$ cat src/hdl/rcppm_pkg.sv
// rcppm_pkg: shared constants, register codes and helpers of the rc ppm frame generator
// no dependencies
`default_nettype none

package rcppm_pkg;

   localparam logic [10:0] NEUTRAL_US    = 11'd1500;
   localparam logic [10:0] CH_MAX_US     = 11'd2000;
   localparam logic [16:0] SYNC_MIN_US   = 17'd3500;
   localparam logic [16:0] PERIOD_MIN_US = 17'd10000;
   localparam logic [16:0] PERIOD_MAX_US = 17'd40000;

   localparam logic CMD_TICK      = 1'b0;
   localparam logic CMD_SET_WIDTH = 1'b1;

   typedef enum logic [1:0] {
      CSR_NEGATIVE_MODE = 2'd0,
      CSR_CHANNEL_COUNT = 2'd1,
      CSR_FRAME_PERIOD  = 2'd2,
      CSR_RUN_ENABLE    = 2'd3
   } csr_index_type;

   // requested period raised to the floor and to the channel minimum, then limited
   function automatic logic [15:0] eff_period(input logic [15:0] period,
                                              input logic [3:0]  count);
      logic [16:0] lo;
      logic [16:0] p;
      lo = 17'(count) * 17'(CH_MAX_US) + SYNC_MIN_US;
      p  = {1'b0, period};
      if (p < PERIOD_MIN_US) p = PERIOD_MIN_US;
      if (p < lo) p = lo;
      if (p > PERIOD_MAX_US) p = PERIOD_MAX_US;
      return p[15:0];
   endfunction

endpackage

`default_nettype wire

$ cat src/hdl/rcppm_ram.sv
// rcppm_ram: generic ram, one write port and two registered read ports
// no dependencies
`default_nettype none

module rcppm_ram #(
   parameter int WIDTH = 11,
   parameter int DEPTH = 12,
   localparam int AW = (DEPTH > 1) ? $clog2(DEPTH) : 1
) (
   input  wire logic             clock,
   input  wire logic             wr_en,
   input  wire logic [AW-1:0]    wr_addr,
   input  wire logic [WIDTH-1:0] wr_data,
   input  wire logic             rd_a_en,
   input  wire logic [AW-1:0]    rd_a_addr,
   output logic      [WIDTH-1:0] rd_a_data,
   input  wire logic             rd_b_en,
   input  wire logic [AW-1:0]    rd_b_addr,
   output logic      [WIDTH-1:0] rd_b_data
);

   logic [WIDTH-1:0] mem_ff [DEPTH];

   always_ff @(posedge clock) begin
      if (wr_en) begin
         mem_ff[wr_addr] <= wr_data;
      end
      if (rd_a_en) begin
         rd_a_data <= mem_ff[rd_a_addr];
      end
      if (rd_b_en) begin
         rd_b_data <= mem_ff[rd_b_addr];
      end
   end

endmodule

`default_nettype wire

$ cat src/hdl/rc_ppm_frame_generator_top.sv
// rc_ppm_frame_generator_top: rc ppm frame generator, 1 us tick resolution
// depends on rcppm_pkg and rcppm_ram (channel width table)
//
// channel  direction  handshake          payload
// req      in         req_valid/stall    command, channel, pulse_us
// rsp      out        rsp_valid/stall    ppm_out, frame_start, slot_index
// csr      in         csr_valid/ready    csr_index, csr_wdata
//
// one item per clock while neither rsp_stall nor a csr write holds it off; a result passes
// through the table read stage, then the update and result register; the table update is a
// read-modify-write. synchronous reset restores the control and sequence registers; the table
// reads as 1500 through per-entry valid bits. rsp_stall holds the result register, and
// the request side keeps taking items as long as the stage in front of it can drain.
// a csr write is taken only with the read stage empty and holds off requests meanwhile
`default_nettype none

module rc_ppm_frame_generator_top #(
   parameter int MAX_CHANNELS = 12,
   parameter int HEADER_US    = 300
) (
   input  wire logic        clock,
   input  wire logic        reset,
   input  wire logic        req_valid,
   output logic             req_stall,
   input  wire logic        req_command,
   input  wire logic [3:0]  req_channel,
   input  wire logic [11:0] req_pulse_us,
   output logic             rsp_valid,
   input  wire logic        rsp_stall,
   output logic             rsp_ppm_out,
   output logic             rsp_frame_start,
   output logic [3:0]       rsp_slot_index,
   input  wire logic        csr_valid,
   output logic             csr_ready,
   input  wire logic [1:0]  csr_index,
   input  wire logic [15:0] csr_wdata
);

   localparam int AW          = (MAX_CHANNELS > 1) ? $clog2(MAX_CHANNELS) : 1;
   localparam int CCOUNT_MAX  = (MAX_CHANNELS > 15) ? 15 : MAX_CHANNELS;
   localparam int RESET_COUNT = (CCOUNT_MAX < 8) ? CCOUNT_MAX : 8;
   localparam logic [11:0] W_LO = 12'(HEADER_US + 1);
   localparam logic [15:0] HDR  = 16'(HEADER_US);
   localparam logic [15:0] RESET_PERIOD = 16'd20000;

   // configuration
   logic        neg_ff, neg_in;
   logic [3:0]  count_ff, count_in;
   logic [15:0] period_ff, period_in;
   logic [15:0] eff_ff, eff_in;
   logic        run_ff, run_in;

   // sequence state
   logic [14:0] total_ff, total_in;
   logic [3:0]  slot_ff, slot_in;
   logic [15:0] ticks_ff, ticks_in;
   logic        line_ff, line_in;
   logic [10:0] cur_width_ff, cur_width_in;
   logic        pend_ff, pend_in;
   logic        pend_valid_ff, pend_valid_in;
   logic [MAX_CHANNELS-1:0] valid_ff, valid_in;

   // read stage
   logic        s1_valid_ff, s1_valid_in;
   logic        s1_cmd_ff;
   logic [3:0]  s1_channel_ff;
   logic [10:0] s1_width_ff;
   logic        s1_fwd_hit_ff;
   logic [10:0] s1_fwd_data_ff;
   logic        s1_rd_valid_ff;

   // result register
   logic        rsp_valid_ff, rsp_valid_in;
   logic        rsp_ppm_ff;
   logic        rsp_fstart_ff;
   logic [3:0]  rsp_slot_ff;

   logic          accept;
   logic          s1_fire;
   logic          csr_wr;
   logic [10:0]   req_width_clamped;
   logic [3:0]    rd_a_chan;
   logic [AW-1:0] rd_a_addr;
   logic          rd_a_valid;
   logic [AW-1:0] pf_addr;
   logic          pf_valid;
   logic [10:0]   ram_a_q;
   logic [10:0]   ram_b_q;
   logic          wr_en;
   logic [3:0]    wr_chan;
   logic [AW-1:0] wr_addr;
   logic          ch_ok;
   logic [10:0]   old_w;
   logic [15:0]   sync_len;
   logic [15:0]   slot_len;
   logic [15:0]   rest;
   logic [4:0]    slot_inc;
   logic          pf_en;
   logic          fstart;
   logic          active;
   logic [3:0]    c_clamped;

   assign s1_fire   = s1_valid_ff & (~rsp_valid_ff | ~rsp_stall);
   assign req_stall = (s1_valid_ff & ~s1_fire) | csr_valid;
   assign accept    = req_valid & ~req_stall;
   assign csr_ready = ~s1_valid_ff;
   assign csr_wr    = csr_valid & csr_ready;

   assign rsp_valid       = rsp_valid_ff;
   assign rsp_ppm_out     = rsp_ppm_ff;
   assign rsp_frame_start = rsp_fstart_ff;
   assign rsp_slot_index  = rsp_slot_ff;

   assign rd_a_chan  = req_channel - 4'd1;
   assign rd_a_addr  = rd_a_chan[AW-1:0];
   assign rd_a_valid = (32'(rd_a_addr) < MAX_CHANNELS) ? valid_ff[rd_a_addr] : 1'b0;
   assign pf_addr    = slot_ff[AW-1:0];
   assign pf_valid   = (32'(pf_addr) < MAX_CHANNELS) ? valid_ff[pf_addr] : 1'b0;
   assign wr_chan    = s1_channel_ff - 4'd1;
   assign wr_addr    = wr_chan[AW-1:0];

   always_comb begin
      if (req_pulse_us < W_LO) begin
         req_width_clamped = W_LO[10:0];
      end else if (req_pulse_us > 12'(rcppm_pkg::CH_MAX_US)) begin
         req_width_clamped = rcppm_pkg::CH_MAX_US;
      end else begin
         req_width_clamped = req_pulse_us[10:0];
      end
   end

   always_comb begin
      if (csr_wdata[3:0] == 4'd0) begin
         c_clamped = 4'd1;
      end else if (32'(csr_wdata[3:0]) > CCOUNT_MAX) begin
         c_clamped = 4'(CCOUNT_MAX);
      end else begin
         c_clamped = csr_wdata[3:0];
      end
   end

   rcppm_ram #(
      .WIDTH (11),
      .DEPTH (MAX_CHANNELS)
   ) u_width_ram (
      .clock     (clock),
      .wr_en     (wr_en),
      .wr_addr   (wr_addr),
      .wr_data   (s1_width_ff),
      .rd_a_en   (accept),
      .rd_a_addr (rd_a_addr),
      .rd_a_data (ram_a_q),
      .rd_b_en   (pf_en),
      .rd_b_addr (pf_addr),
      .rd_b_data (ram_b_q)
   );

   // item update
   always_comb begin
      ch_ok    = (s1_channel_ff != 4'd0) && (s1_channel_ff <= count_ff);
      old_w    = s1_fwd_hit_ff ? s1_fwd_data_ff
               : (s1_rd_valid_ff ? ram_a_q : rcppm_pkg::NEUTRAL_US);
      wr_en    = s1_fire && (s1_cmd_ff == rcppm_pkg::CMD_SET_WIDTH) && ch_ok;
      sync_len = ({1'b0, total_ff} < eff_ff) ? (eff_ff - {1'b0, total_ff}) : 16'd0;
      slot_len = (slot_ff != 4'd0) ? 16'(cur_width_ff) : sync_len;
      rest     = (slot_len > HDR) ? (slot_len - HDR) : 16'd1;
      slot_inc = {1'b0, slot_ff} + 5'd1;
      active   = (line_ff != neg_ff);

      neg_in        = neg_ff;
      count_in      = count_ff;
      period_in     = period_ff;
      eff_in        = eff_ff;
      run_in        = run_ff;
      total_in      = total_ff;
      slot_in       = slot_ff;
      ticks_in      = ticks_ff;
      line_in       = line_ff;
      pend_in       = 1'b0;
      pend_valid_in = pf_valid;
      pf_en         = 1'b0;
      fstart        = 1'b0;
      cur_width_in  = cur_width_ff;
      valid_in      = valid_ff;

      if (pend_ff) begin
         cur_width_in = pend_valid_ff ? ram_b_q : rcppm_pkg::NEUTRAL_US;
      end

      if (s1_fire) begin
         if (s1_cmd_ff == rcppm_pkg::CMD_SET_WIDTH) begin
            if (ch_ok) begin
               total_in = total_ff - 15'(old_w) + 15'(s1_width_ff);
               for (int i = 0; i < MAX_CHANNELS; i++) begin
                  if (32'(wr_addr) == i) valid_in[i] = 1'b1;
               end
               if (s1_channel_ff == slot_ff) begin
                  cur_width_in = s1_width_ff;
               end
            end
         end else if (run_ff) begin
            if (ticks_ff != 16'd0) begin
               ticks_in = ticks_ff - 16'd1;
            end else if (active) begin
               line_in  = neg_ff;
               ticks_in = rest - 16'd1;
            end else begin
               if (slot_inc > {1'b0, count_ff}) begin
                  slot_in = 4'd0;
                  fstart  = 1'b1;
               end else begin
                  slot_in = slot_inc[3:0];
                  pf_en   = 1'b1;
                  pend_in = 1'b1;
               end
               line_in  = ~neg_ff;
               ticks_in = HDR - 16'd1;
            end
         end
      end

      if (csr_wr) begin
         unique case (rcppm_pkg::csr_index_type'(csr_index))
            rcppm_pkg::CSR_NEGATIVE_MODE: begin
               line_in = line_ff ^ (csr_wdata[0] ^ neg_ff);
               neg_in  = csr_wdata[0];
            end
            rcppm_pkg::CSR_CHANNEL_COUNT: begin
               count_in     = c_clamped;
               eff_in       = rcppm_pkg::eff_period(period_ff, c_clamped);
               valid_in     = '0;
               total_in     = 15'(c_clamped) * 15'(rcppm_pkg::NEUTRAL_US);
               slot_in      = c_clamped;
               ticks_in     = 16'd0;
               line_in      = neg_ff;
               cur_width_in = rcppm_pkg::NEUTRAL_US;
               pend_in      = 1'b0;
            end
            rcppm_pkg::CSR_FRAME_PERIOD: begin
               period_in = csr_wdata;
               eff_in    = rcppm_pkg::eff_period(csr_wdata, count_ff);
            end
            rcppm_pkg::CSR_RUN_ENABLE: begin
               run_in = csr_wdata[0];
            end
         endcase
      end
   end

   always_comb begin
      s1_valid_in  = accept ? 1'b1 : (s1_fire ? 1'b0 : s1_valid_ff);
      rsp_valid_in = s1_fire ? 1'b1 : (rsp_valid_ff & rsp_stall);
   end

   always_ff @(posedge clock) begin
      if (reset) begin
         neg_ff        <= 1'b0;
         count_ff      <= 4'(RESET_COUNT);
         period_ff     <= RESET_PERIOD;
         eff_ff        <= rcppm_pkg::eff_period(RESET_PERIOD, 4'(RESET_COUNT));
         run_ff        <= 1'b1;
         total_ff      <= 15'(RESET_COUNT) * 15'(rcppm_pkg::NEUTRAL_US);
         slot_ff       <= 4'(RESET_COUNT);
         ticks_ff      <= 16'd0;
         line_ff       <= 1'b0;
         cur_width_ff  <= rcppm_pkg::NEUTRAL_US;
         pend_ff       <= 1'b0;
         pend_valid_ff <= 1'b0;
         valid_ff      <= '0;
         s1_valid_ff   <= 1'b0;
         rsp_valid_ff  <= 1'b0;
      end else begin
         neg_ff        <= neg_in;
         count_ff      <= count_in;
         period_ff     <= period_in;
         eff_ff        <= eff_in;
         run_ff        <= run_in;
         total_ff      <= total_in;
         slot_ff       <= slot_in;
         ticks_ff      <= ticks_in;
         line_ff       <= line_in;
         cur_width_ff  <= cur_width_in;
         pend_ff       <= pend_in;
         pend_valid_ff <= pend_valid_in;
         valid_ff      <= valid_in;
         s1_valid_ff   <= s1_valid_in;
         rsp_valid_ff  <= rsp_valid_in;
      end
   end

   // read stage payload, with forwarding of a write that lands on the same edge
   always_ff @(posedge clock) begin
      if (accept) begin
         s1_cmd_ff      <= req_command;
         s1_channel_ff  <= req_channel;
         s1_width_ff    <= req_width_clamped;
         s1_fwd_hit_ff  <= wr_en && (req_channel == s1_channel_ff);
         s1_fwd_data_ff <= s1_width_ff;
         s1_rd_valid_ff <= rd_a_valid;
      end
   end

   always_ff @(posedge clock) begin
      if (s1_fire) begin
         rsp_ppm_ff    <= line_in;
         rsp_fstart_ff <= fstart;
         rsp_slot_ff   <= slot_in;
      end
   end

endmodule

`default_nettype wire
$ cat config.mk
export PLATFORM = sky130hd
export DESIGN_NAME = rc_ppm_frame_generator_top
export DESIGN_NICKNAME = d
export VERILOG_FILES = /design/src/hdl/rcppm_pkg.sv /design/src/hdl/rcppm_ram.sv /design/src/hdl/rc_ppm_frame_generator_top.sv
export SDC_FILE = /design/constraint.sdc
export NUM_CORES = 1
export LEC_CHECK = 0
export BUFFER_PORTS_ARGS = -buffer_cell sky130_fd_sc_hd__buf_2
export CAP_MARGIN = 20
export CORE_ASPECT_RATIO = 0.75
export CORE_MARGIN = 3
export CORE_UTILIZATION = 40
export DETAILED_ROUTE_END_ITERATION = 16
export GPL_TIMING_DRIVEN = 1
export PLACE_DENSITY = 0.61
export SETUP_SLACK_MARGIN = 0.4
export SYNTH_ARGS = -nofsm -noshare
export SYNTH_HDL_FRONTEND = slang
export SYNTH_SLANG_ARGS = --single-unit
$ cat constraint.sdc
create_clock -name clock -period 9.9 [get_ports clock]
set_input_delay 1.98 -clock clock [delete_from_list [all_inputs] [get_ports clock]]
set_output_delay 1.98 -clock clock [all_outputs]
set_load 0.01 [all_outputs]
After elaboration in Yosys (flattened, before gate mapping)

Memory sizes are Yosys's and may differ from the RTL's. A register that Yosys moved wholly into a read port is not among the register bits.
Index checks and enable logic that the tools add are counted.

Output and inout bits: 9
RAM bits: 132
Flip-flop bits (word level): 136
Logic and storage cells: 204
Memories kept: 1
Input bits: 40

Bitwise operators: 17
$mul: 3
Muxes and demuxes: 93
$add $sub $neg: 11
Magnitude comparators: 17
Reductions and logical operators: 20
Equality and inequality tests: 17

Memories:

| memory             | depth | width | rd ports | clocked after memory_dff | wr ports | line            | text |
|---|---|---|---|---|---|---|---|
| u_width_ram.mem_ff | 12    | 11    | 2        | 2                        | 1        | rcppm_ram.sv:22 | `logic [WIDTH-1:0] mem_ff [DEPTH];` |

Operators with widths:

| cell                                                             | count |
|---|---|
| 2-to-1 mux 16 bit                                                | 14 |
| 2-to-1 mux 17 bit                                                | 10 |
| 2-to-1 mux 11 bit                                                | 11 |
| 2-to-1 mux 15 bit                                                | 5 |
| 2-to-1 mux 12 bit                                                | 5 |
| 2-to-1 mux 4 bit                                                 | 10 |
| greater-than comparator 17 x 16 -> 1 bit (second input constant) | 2 |
| less-than comparator 17 x 16 -> 1 bit                            | 2 |
| 2-to-1 mux 1 bit                                                 | 34 |
| adder 15 x 12 -> 16 bit (second input constant)                  | 2 |
| less-than comparator 16 x 14 -> 1 bit (second input constant)    | 2 |
| case mux 16 bit (2 select lines)                                 | 1 |
| subtractor 16 x 1 -> 16 bit (second input constant)              | 2 |
| multiplier 4 x 7 -> 11 bit (second input constant)               | 2 |
| equality test 4 x 3 -> 1 bit (second input constant)             | 4 |
| equality test 4 bit (second input constant)                      | 4 |
| greater-than comparator 16 x 9 -> 1 bit (second input constant)  | 1 |
| less-than comparator 15 x 16 -> 1 bit                            | 1 |
| nonzero test 16 bit                                              | 1 |
| subtractor 16 x 15 -> 16 bit                                     | 1 |
| subtractor 16 x 9 -> 16 bit (second input constant)              | 1 |
| adder 15 x 11 -> 15 bit                                          | 1 |
| subtractor 15 x 11 -> 15 bit                                     | 1 |
| multiplier 4 x 9 -> 13 bit (second input constant)               | 1 |
| other kinds (29)                                                 | 60 |

Depth between registers and ports, before layout

Word-level depth: 13
Gate-level depth with buffers: 28
Gate-level depth less buffers: 27

Cells and area by module

A second synthesis with hierarchy kept.

Cells, all modules: 1923
Area, all modules: 19492.4 um^2

Modules (own cells, without submodules):

| module                     | area each (um^2) | cells each | sequential area each (um^2) | times used |
|---|---|---|---|---|
| rc_ppm_frame_generator_top | 12609.6          | 1570       | 3072.9                      | 1 |
| rcppm_ram                  | 6882.9           | 353        | 4624.4                      | 1 |

Worst setup path after synthesis

Ideal clock, no wire load.

Kind: input port to flip-flop
Start point: input port csr_wdata[2]
End point: register eff_ff[13]
Data required time: 9.809 ns
Buffers on the path: 2
Setup slack: 2.462 ns
Stages: 23
Setup time: 0.091 ns
Arrival time: 7.347 ns
Path through: ha_1 > nor2b_1 > clkbuf_1 > fa_1 > fa_1 > ha_1 > a21o_1 > a21oi_1 > nor2b_1 > xor2_1 > nor3_1 > or3_1 > xnor2_1 > ha_1 > a21oi_1 > nor2b_1 > o21ai_0 > nand3_1 > o311a_1 > a211oi_1 > clkbuf_1 > o21ai_0 > a311oi_1

Word-level cells in the longest chain between the ends: 12
Elaborated cells between the ends (all ways): 23
Those cells by class: 1 x add/sub; 1 x mul; 6 x order compare; 14 x mux; 1 x reduce/logical

RTL lines:

| item                                     | line                              | text |
|---|---|---|
| from (decl)                              | rc_ppm_frame_generator_top.sv:36  | `input wire logic [15:0] csr_wdata` |
| greater-than comparator 4 bit            | rc_ppm_frame_generator_top.sv:135 | `end else if (32'(csr_wdata[3:0]) > CCOUNT_MAX) begin` |
| 2-to-1 mux 4 bit                         | rc_ppm_frame_generator_top.sv:135 |  |
| 2-to-1 mux 4 bit (*)                     | rc_ppm_frame_generator_top.sv:133 | `if (csr_wdata[3:0] == 4'd0) begin` |
| net c_clamped[1]                         | rc_ppm_frame_generator_top.sv:101 | `logic [3:0] c_clamped;` |
| multiplier 4 x 7 -> 11 bit (*)           | rcppm_pkg.sv:28                   | `lo = 17'(count) * 17'(CH_MAX_US) + SYNC_MIN_US;` |
| adder 15 x 12 -> 16 bit (*)              | rcppm_pkg.sv:28                   |  |
| less-than comparator 17 x 16 -> 1 bit    | rcppm_pkg.sv:31                   | `if (p < lo) p = lo;` |
| 2-to-1 mux 17 bit (*)                    | rcppm_pkg.sv:31                   |  |
| 2-to-1 mux 17 bit (*)                    | rc_ppm_frame_generator_top.sv:223 | `unique case (rcppm_pkg::csr_index_type'(csr_index))` |
| 2-to-1 mux 17 bit (*)                    | rc_ppm_frame_generator_top.sv:222 | `if (csr_wr) begin` |
| greater-than comparator 17 x 16 -> 1 bit | rcppm_pkg.sv:32                   | `if (p > PERIOD_MAX_US) p = PERIOD_MAX_US;` |
| 2-to-1 mux 16 bit (*)                    | rcppm_pkg.sv:32                   |  |
| case mux 16 bit (2 select lines) (*)     | rc_ppm_frame_generator_top.sv:223 |  |
| to (signal assigned)                     | rc_ppm_frame_generator_top.sv:260 | `eff_ff <= rcppm_pkg::eff_period(RESET_PERIOD, 4'(RESET_COUNT));` |
| to (signal assigned)                     | rc_ppm_frame_generator_top.sv:276 | `eff_ff <= eff_in;` |
| to (decl)                                | rc_ppm_frame_generator_top.sv:50  | `logic [15:0] eff_ff, eff_in;` |

The timed path passes the listed nets; every way through them passes the cells marked *. The select of a mux whose other input is x is not followed.
A chain may end at the register's enable or synchronous reset.

Worst setup path after layout

Start point: input port csr_wdata[3]
End point: register eff_ff[10]

Word-level cells in the longest chain between the ends: 12
Elaborated cells between the ends (all ways): 23
Those cells by class: 1 x add/sub; 1 x mul; 6 x order compare; 14 x mux; 1 x reduce/logical

RTL lines:

| item                                     | line |
|---|---|
| greater-than comparator 4 bit            | rc_ppm_frame_generator_top.sv:135 |
| 2-to-1 mux 4 bit                         | rc_ppm_frame_generator_top.sv:135 |
| 2-to-1 mux 4 bit                         | rc_ppm_frame_generator_top.sv:133 |
| multiplier 4 x 7 -> 11 bit               | rcppm_pkg.sv:28 |
| adder 15 x 12 -> 16 bit                  | rcppm_pkg.sv:28 |
| less-than comparator 17 x 16 -> 1 bit    | rcppm_pkg.sv:31 |
| 2-to-1 mux 17 bit                        | rcppm_pkg.sv:31 |
| 2-to-1 mux 17 bit                        | rc_ppm_frame_generator_top.sv:223 |
| 2-to-1 mux 17 bit                        | rc_ppm_frame_generator_top.sv:222 |
| greater-than comparator 17 x 16 -> 1 bit | rcppm_pkg.sv:32 |
| 2-to-1 mux 16 bit                        | rcppm_pkg.sv:32 |
| case mux 16 bit (2 select lines) (*)     | rc_ppm_frame_generator_top.sv:223 |

Every way passes the cells marked *; elsewhere a longest branch is shown, timed or not. The select of a mux whose other input is x is not followed.

==> results.yml <==
power:
  power.density_mw_per_mm2: 179
  p_leak_nw: 7.86
  p_int_w: 0.00251
  seqPwrFrac_pct: 36.4
  ir_drop_uv: 135
  p_switching_w: 0.00122
  p_comb_share_pct: 28.5
  p_sw_share_pct: 32.7
  p_total_w: 0.00373
  clkPwrFrac_pct: 35.1
clock_tree:
  tritoncts: "built"
  path_clk_slew_ps: 60
  ctsHoldBuffers: 0
  clock-sinks: 290
  cts_buffer_depth: 3
  cts_root_buffer: "clkbuf_16"
  postCtsResizedCells: 0
  postCtsSetupBuffers: 0
  cts_buffers: 34
  h-tree-depth: 2
  clkLatencyLatePin_ps: 540
sta:
  max-slew-margin-rel_pct: 26.7
  finalHoldViolations: 0
  finalCriticalPeriod_ps: 7930
  finalMaxSlewViolations: 0
  fin_crit_sh_pct: 80.1
  worstMarginPinSlew_ps: 1090
  fmax_ghz: 0.126
  rsz0062_at_grt: "false"
  tns_ps: 0
  setup_viol: 0
  skew_ps: 22.9
  finalWorstSetupSlack_ps: 1970
critical_path:
  endpoint_kind: "flop"
  critPathMaxFanout: 14
  path_common_cell: "ha_1"
  slowest_delay_ps: 940
  crit_family: "compound AO/OA/AOI/OAI gates"
  slowest_stage: "o311ai_0"
  critPathLaunchType: "primary input"
  cp.depth: 22
  critPathKind: "in -> reg"
  reg2reg_depth: 23
  required_ps: 10330
  cp_num_buf_inv: 2
  worstPathCellList: "buf_2, ha_1, nor2b_1, fa_1, fa_1, ha_1, a21o_1, a21oi_1, nor2b_1, xor2_1, nor3_1, o311ai_0, ha_1, nand3_1, nor2_1, a21oi_1, nand3_1, o311a_1, a211oi_1, buf_4, a221oi_1, a211o_1"
  crit_arrival_ps: 8360
placed_design:
  place_ws_ps: 1470
  hpwl_mm: 38.2
  routabilityCongestion: 0.895
  numPortBuffers: 48
global_routing:
  grt_util_met2_pct: 29.1
  gr-usage-met1_pct: 32.6
  grt_util_met3_pct: 4.86
  grt_pass1_vias: 13700
  grt-busiest-layer: "met1"
  grt_first_pass_wirelength_mm: 81.0
  grt.overflow.total: 0
  grt_max_degree: 63
  grt_use_total_pct: 20.9
  grt_antenna_before_repair: 1
yosys:
  yosysWarnings: 0
  synth_edf_count: 189
  postSynthCellCount: 1794
  synth_ff_type: "edfxtp_1"
  netlist-cell-type-count: 92
  synth_seq_area_share_pct: 40.9
  ys_seq_elements: 290
  syn_avg_cell_area_um2: 10.5
  ys_async_sr_fraction_pct: 0
  syn-num-nets: 1982
  syn_area_mm2: 0.0188
cells_and_area:
  antennaDiodeCount: 0
  multi_input_area_mm2: 0.0104
  regArea_mm2: 0.00770
  nNetsFinal: 2001
  synthToLayoutAreaGrowth_pct: 11.0
  nFillCells: 4315
  drive_gt1_share_pct: 13.0
detailed_routing:
  drtIter0Drc: 1562
  drc_errors: 0
  avgViaCountPerCell: 5.86
  wl_mm: 52.8
  vias: 14500
  dr.pass1.iters: 5
  drtAntennaViolNets: 0
  wl_per_cell_um: 21.4
floorplan:
  coreArea_mm2: 0.0462
  num_rows: 68
  die_y_um: 194
  num_io_pins: 49
  floorplan.initialDensity_pct: 40.7
  die_area_mm2: 0.0497
  die_w_um: 256
run:
  drv_cap: 0
worst_hold_path:
  whs_path_depth: 2
  hold_path_class: "reg -> reg"
outcome:
  outcome: "complete, no violations"
## cell families (layout without fill, tap and decap cells)
family | count (synthesis) | after routing | synth area share (%)
AO/OA/AOI/OAI | 451 | 451 | 16.1
XOR/XNOR | 89 | 89 | 4.14
adder cells (fa/ha/maj) | 148 | 148 | 11.0
buffers and inverters | 194 | 239 | 3.94
flip-flops | 290 | 290 | 40.9
multiplexers | 103 | 103 | 10.3
AND/OR/NAND/NOR | 519 | 519 | 13.6
## stage by stage
| step | utilization (%) | area [um2] | hold slack (ps) | cells |
|---|---|---|---|---|
| after floorplan | - | 18800 | 431 | 1794 |
| after CTS | 45.2 | 20900 | 464 | 2469 |
| final | 45.2 | 20900 | 462 | 2469 |
| after detailed placement | 42.7 | 19700 | 452 | 2407 |
| after global placement | 42.7 | 19700 | 447 | 2407 |
| after global routing | 45.2 | 20900 | 487 | 2469 |
## per-layer routing
metal  vias to the layer above  wire, um
met5                         -        13
met2                       543     21500
li1                       6753         -
met4                         2       967
met3                        72      4530
met1                      7107     25800
## Yosys cell counts, drive strengths merged (18+ instances only)
cell type  count  area share (%)
nand3         34            0.90
fa            29             3.1
nor2b         20            0.66
clkbuf        68             1.4
a21oi        117             3.2
o21ai         92             2.4
edfxtp       189              30
nand2b        24            0.80
nand2        136             2.7
xor2          37             1.7
ha           119             7.9
a21o          34             1.4
nor3          36            0.96
xnor2         52             2.4
buf           18            0.43
or3           21            0.70
inv          107             2.1
nor2         146             2.9
mux4          72             8.6
a31oi         19            0.63
a211oi        22            0.90
and2          23            0.76
dfxtp        101              11
mux2i         29             1.5
## registers in the layout (all words and copies together), names as in the netlist, 4 cells and up
register and count:
s1_width_ff 11, pf_addr 4, s1_fwd_data_ff 11, count_ff 4
u_width_ram.rd_b_data 11, s1_channel_ff 4, total_ff 15, u_width_ram.mem_ff 132
u_width_ram.rd_a_data 11, ticks_ff 16, eff_ff 16, rsp_slot_index 4
cur_width_ff 11, period_ff 16, valid_ff 12
## path summary, 6_finish.rpt
check,startpoint,to,slack [ps]
worst min-delay path,eff_ff[12],eff_ff[12],460
worst min register to register,eff_ff[12],eff_ff[12],460
worst max-delay path,csr_wdata[3],eff_ff[10],1970
worst max register to register,count_ff[0],eff_ff[9],3330
## power groups by stage
stage | combinational [W] | sequential [W] | clock (W)
floorplan | 0.000790 | 0.00137 | 0
global placement | 0.00103 | 0.00138 | 0
detailed placement | 0.00105 | 0.00138 | 0
CTS | 0.00105 | 0.00136 | 0.00133
global route | 0.00119 | 0.00136 | 0.00139
finish | 0.00106 | 0.00136 | 0.00131
## worst register-to-register path, delay by kind of cell (launching register included)
kind | cells | cell delay (ps)
adders and majority gates | 3 | 1270
DFF | 1 | 690
xor gates and xnor gates | 2 | 510
AOI/OAI and AO/OA | 12 | 3040
and+or+nand+nor | 2 | 150
buffers and inverters | 4 | 870
## cell type report
| type | count | area share [%] |
|---|---|---|
| well taps | 630 | 3.77 |
| clock buffers | 45 | 4.37 |
| multi-input cells | 1310 | 50.0 |
| flip-flops and latches | 290 | 36.9 |
| inverters | 108 | 1.94 |
| repair buffers | 69 | 1.90 |
| clock inverters | 17 | 1.19 |
## cell usage in the layout (no fill, tap or decap), types with 22 or more instances in the layout
| master | count |
|---|---|
| edfxtp_1 | 189 |
| nor2_1 | 136 |
| nand2_1 | 136 |
| ha_1 | 119 |
| a21oi_1 | 116 |
| inv_1 | 107 |
| dfxtp_1 | 99 |
| o21ai_0 | 87 |
| mux4_2 | 72 |
| xnor2_1 | 51 |
| buf_2 | 48 |
| xor2_1 | 36 |
| nor3_1 | 35 |
| nand3_1 | 34 |
| a21o_1 | 34 |
| clkbuf_16 | 34 |
| mux2i_1 | 29 |
| fa_1 | 29 |
| nand2b_1 | 24 |
| and2_1 | 22 |
No activity file was read; power rests on OpenSTA's default activity.
